$ cat src/abfc_pkg.sv
// shared constants for the bounding box builder and frustum cull
package abfc_pkg;

  // plane register layout: a, b, c signed 14 bits each, d signed 22 bits
  localparam int PLANE_W        = 64;
  localparam int NUM_PLANE_REGS = 6;
  localparam int CFG_IDX_W      = 3;
  localparam int COEF_W         = 14;
  localparam int D_W            = 22;
  localparam int D_LSB          = 3 * COEF_W;
  localparam int COORD_FRAC     = 10;
  localparam int AXES           = 3;

  typedef enum logic {
    OP_VERTEX = 1'b0,
    OP_QUERY  = 1'b1
  } abfc_op_t;

endpackage

$ cat src/abfc_plane.sv
// one plane of the cull test: positive corner, products, then sign of the plane sum
module abfc_plane #(
  parameter int W = 20
) (
  input  logic                                   clk,
  input  logic                                   load,
  input  logic [abfc_pkg::PLANE_W-1:0]           plane_i,
  input  logic [abfc_pkg::AXES-1:0][W-1:0]       lo_i,
  input  logic [abfc_pkg::AXES-1:0][W-1:0]       hi_i,
  input  logic [abfc_pkg::AXES-1:0][W-1:0]       t_i,
  output logic                                   reject_o
);
  import abfc_pkg::*;

  localparam int PW    = W + COEF_W + 1;
  localparam int DS_W  = D_W + COORD_FRAC;
  localparam int SUM_W = ((PW > DS_W) ? PW : DS_W) + 2;

  logic signed [COEF_W-1:0] coef     [AXES];
  logic        [W-1:0]      bound    [AXES];
  logic signed [W:0]        corner   [AXES];
  logic signed [PW-1:0]     prod_nxt [AXES];
  logic signed [PW-1:0]     prod_r   [AXES];
  logic signed [D_W-1:0]    d_nxt;
  logic signed [D_W-1:0]    d_r;
  logic signed [DS_W-1:0]   d_scaled;
  logic signed [SUM_W-1:0]  sum;

  always_comb begin
    for (int k = 0; k < AXES; k++) begin
      coef[k]     = plane_i[k*COEF_W +: COEF_W];
      // max on a non-negative coefficient, min otherwise
      bound[k]    = coef[k][COEF_W-1] ? lo_i[k] : hi_i[k];
      corner[k]   = $signed({t_i[k][W-1], t_i[k]}) + $signed({bound[k][W-1], bound[k]});
      prod_nxt[k] = corner[k] * coef[k];
    end
    d_nxt = plane_i[D_LSB +: D_W];
  end

  always_ff @(posedge clk) begin
    if (load) begin
      prod_r <= prod_nxt;
      d_r    <= d_nxt;
    end
  end

  // d moves to the 10 fraction bits of the products
  assign d_scaled = {d_r, {COORD_FRAC{1'b0}}};
  assign sum = SUM_W'(prod_r[0]) + SUM_W'(prod_r[1]) + SUM_W'(prod_r[2]) + SUM_W'(d_scaled);
  assign reject_o = sum[SUM_W-1];

endmodule

$ cat config.mk
export PLATFORM = sky130hd
export DESIGN_NAME = abfc_plane
export DESIGN_NICKNAME = d
export VERILOG_FILES = /design/src/abfc_pkg.sv /design/src/abfc_plane.sv
export SDC_FILE = /design/constraint.sdc
export NUM_CORES = 2
export LEC_CHECK = 0
export BUFFER_PORTS_ARGS = -buffer_cell sky130_fd_sc_hd__buf_2
export CORE_MARGIN = 3
export CORE_UTILIZATION = 38
export DETAILED_ROUTE_END_ITERATION = 7
export SETUP_SLACK_MARGIN = 0.5
export SKIP_LAST_GASP = 1
export SYNTH_ARGS = -nofsm -noshare
export SYNTH_HDL_FRONTEND = slang
export SYNTH_SLANG_ARGS = --single-unit
export TNS_END_PERCENT = 20
$ cat constraint.sdc
create_clock -name clk -period 10.6 [get_ports clk]
set_input_delay 1.06 -clock clk [delete_from_list [all_inputs] [get_ports clk]]
set_output_delay 1.06 -clock clk [all_outputs]
set_load 0.1 [all_outputs]
==> flow_summary.ini <==
[routing]
ant_nets = 0
drt_iter0_markers = 1472
drc = 0
drt_wl_total_um = 97900
first_pass_iters = 5
viasPerCell = 4.92
wire_per_inst_um = 16.5
vias = 29200

[critical_path]
worst_ep_arrival_time_ns = 9.90
worst_setup_path_start_kind = primary input
cpPeakStageDelay_ns = 0.56
cp_slowest_cell = or3_1
endpoint_kind = flop
path_max_fanout = 23
critPathRequiredTime_ns = 10.80
cp_common_cell = fa_1
crit_type = in -> reg

[final_layout]
fin_area_um2 = 44800
drive_above_1_share_pct = 9.56
fin_nets = 6008
areaGrowthSynthToFinish_pct = 8.58
final_cell_count_no_fill = 5935
fillers = 10600

[die]
die_y_um = 336
start_util_pct = 38.4
io_pins = 247
fp.dieW_um = 336
fp-row-count = 120
core_um2 = 107000
dieArea_um2 = 113000

[synth]
syn-num-nets = 5843
synth_area_um2 = 41300
synth_seq_cells = 127
synth_top_area_share_pct = 43.7
synthArstFlopShare_pct = 0
netlist_instances = 4352
synth.most_common_cell = inv_1
ys_warn_count = 0
ys.flop_type = edfxtp_1
synth_area_leaders = fa_1 44%, ha_1 10%, edfxtp_1 9.2%
synth_edf_count = 127
synthDistinctLibCells = 74
netlist_top_cells_count = 988 x inv_1, 900 x fa_1, 484 x nand2_1, 370 x and2_1, 345 x ha_1
yosys.area.top_type = fa_1
synth_seq_area_share_pct = 9.24
synth_area_per_cell_um2 = 9.48

[place]
dp_cells = 5898
globalplace.congestion = 0.857
dp_hpwl_um = 81700
place_area_um2 = 44100
io_buffer_count = 246

[global_routing]
grt_pass1_wl_um = 164000
grt_max_degree = 77
gr-usage-all-layers_pct = 18.1
grt_overflow_total = 0
antenna_found_initial = 2
grt_pass1_vias = 31500

[clock_network]
cts_hold_buf = 0
numCtsBuffers = 17
htreeDepth = 4
cts.path.max_buffers = 2
cts_tree = built
clk_pin_slew_ns = 0.07
cts_sinks = 127
root_buffer = clkbuf_16

[timing]
setup_tns_ns = 0
period_share_pct = 91.6
hold_viol = 0
fmax_ghz = 0.103
tightest_slew_ns = 1.24
min_period_ns = 9.71
maxSlewHeadroom_pct = 16.6
rsz0062_at_grt = yes
maxSlewViolCount = 0
setup_viol = 0

[flow_run]
max-cap-violations = 0

[worst_hold_path]
min_from = plane_i[62]
min_delay_worst_endpoint = d_r[20]
hp-class = in -> reg
holdPathStages = 1

[status]
run_status = complete, no violations
## worst max-delay path: cells and delay by family
family                     cells  cell delay [ns]
and+or+nand+nor                3             0.97
xor gates and xnor gates       1             0.10
muxes                          1             0.38
AOI/OAI and AO/OA             13             2.99
buffers and inverters          6             0.66
adders and majority gates      8             3.73
## cells in the final DEF (no fill, tap or decap), types with 5 or more instances in the layout
cell,n
xor2_1,39
or3_1,7
a31oi_1,8
nand3_1,30
o21ai_0,80
and2_1,370
nand2_1,484
a21o_1,65
and3_1,22
o21bai_1,15
nor2b_1,40
o211ai_1,12
nor3_1,23
mux2_2,64
buf_2,245
inv_1,987
nand2b_1,37
o31ai_1,7
fa_1,900
buf_4,64
o21a_1,33
a2111oi_0,8
a21oi_1,118
xnor2_2,5
a221oi_1,5
ha_1,345
clkbuf_16,17
a211oi_1,10
nor2_1,125
nand4_1,10
mux2i_1,13
xnor2_1,117
edfxtp_1,127
## through the flow
stage | util [%] | hold WS [ns] | setup WS, ns
CTS | 41.7 | 0.738 | 0.635
global route | 41.7 | 0.751 | 0.385
finish | 41.7 | 0.777 | 0.892
detailed placement | 41.1 | 1.24 | 0.155
floorplan | - | 1.16 | 1.02
global placement | 41.1 | 1.24 | 0.330
## per-layer routing
metal | GRT usage, % | up-vias | share of wire (%)
li1 | - | 13600 | -
met1 | 25.2 | 14900 | 45
met2 | 30.7 | 602 | 49
met3 | 1.85 | 102 | 4.2
met4 | 3.88 | 0 | 1.7
met5 | 0 | - | 0
## sequential cells by signal, summed over array words and instances, names as in the netlist
register / count
prod_r: 105
d_r: 22
## cells by family after synthesis
kind of cell	count (synthesis)	share of synthesized area, %
AOI/OAI and AO/OA	420	6.71
xor gates and xnor gates	161	3.42
adders and majority gates	1245	54.1
buffers and inverters	1153	10.5
DFF	127	9.24
muxes	78	2.09
and+or+nand+nor	1168	13.9
## how the worst max path moves through the flow
stage,startpoint,endpoint,slack (ns),cells after the start
6_report,plane_i[41],prod_r[34],0.89,32
3_3_place_gp,plane_i[41],prod_r[33],0.33,32
5_1_grt,plane_i[41],prod_r[33],0.39,32
3_5_place_dp,plane_i[13],prod_r[104],0.16,34
4_1_cts,plane_i[13],prod_r[104],0.64,34
2_1_floorplan,plane_i[13],prod_r[104],1.02,35
## what timing repair did
action,CTS,global route
gates resized for setup,0,7
setup endpoints to repair,0,12
setup buffers,0,3
## area by class of cell
class | count | area, um2 | area share, %
Inverter | 989 | 3720 | 8.29
Tap cell | 1403 | 1760 | 3.92
Antenna cell | 2 | 5.00 | 0.0112
Sequential cell | 127 | 3810 | 8.51
Clock inverter | 15 | 200 | 0.447
Timing Repair Buffer | 310 | 1720 | 3.83
Multi-Input combinational cell | 3072 | 33200 | 74.0
Clock buffer | 17 | 425 | 0.949
Power is not shown: default switching activity piles up to over one toggle a cycle in this logic, so the estimate is an artifact.
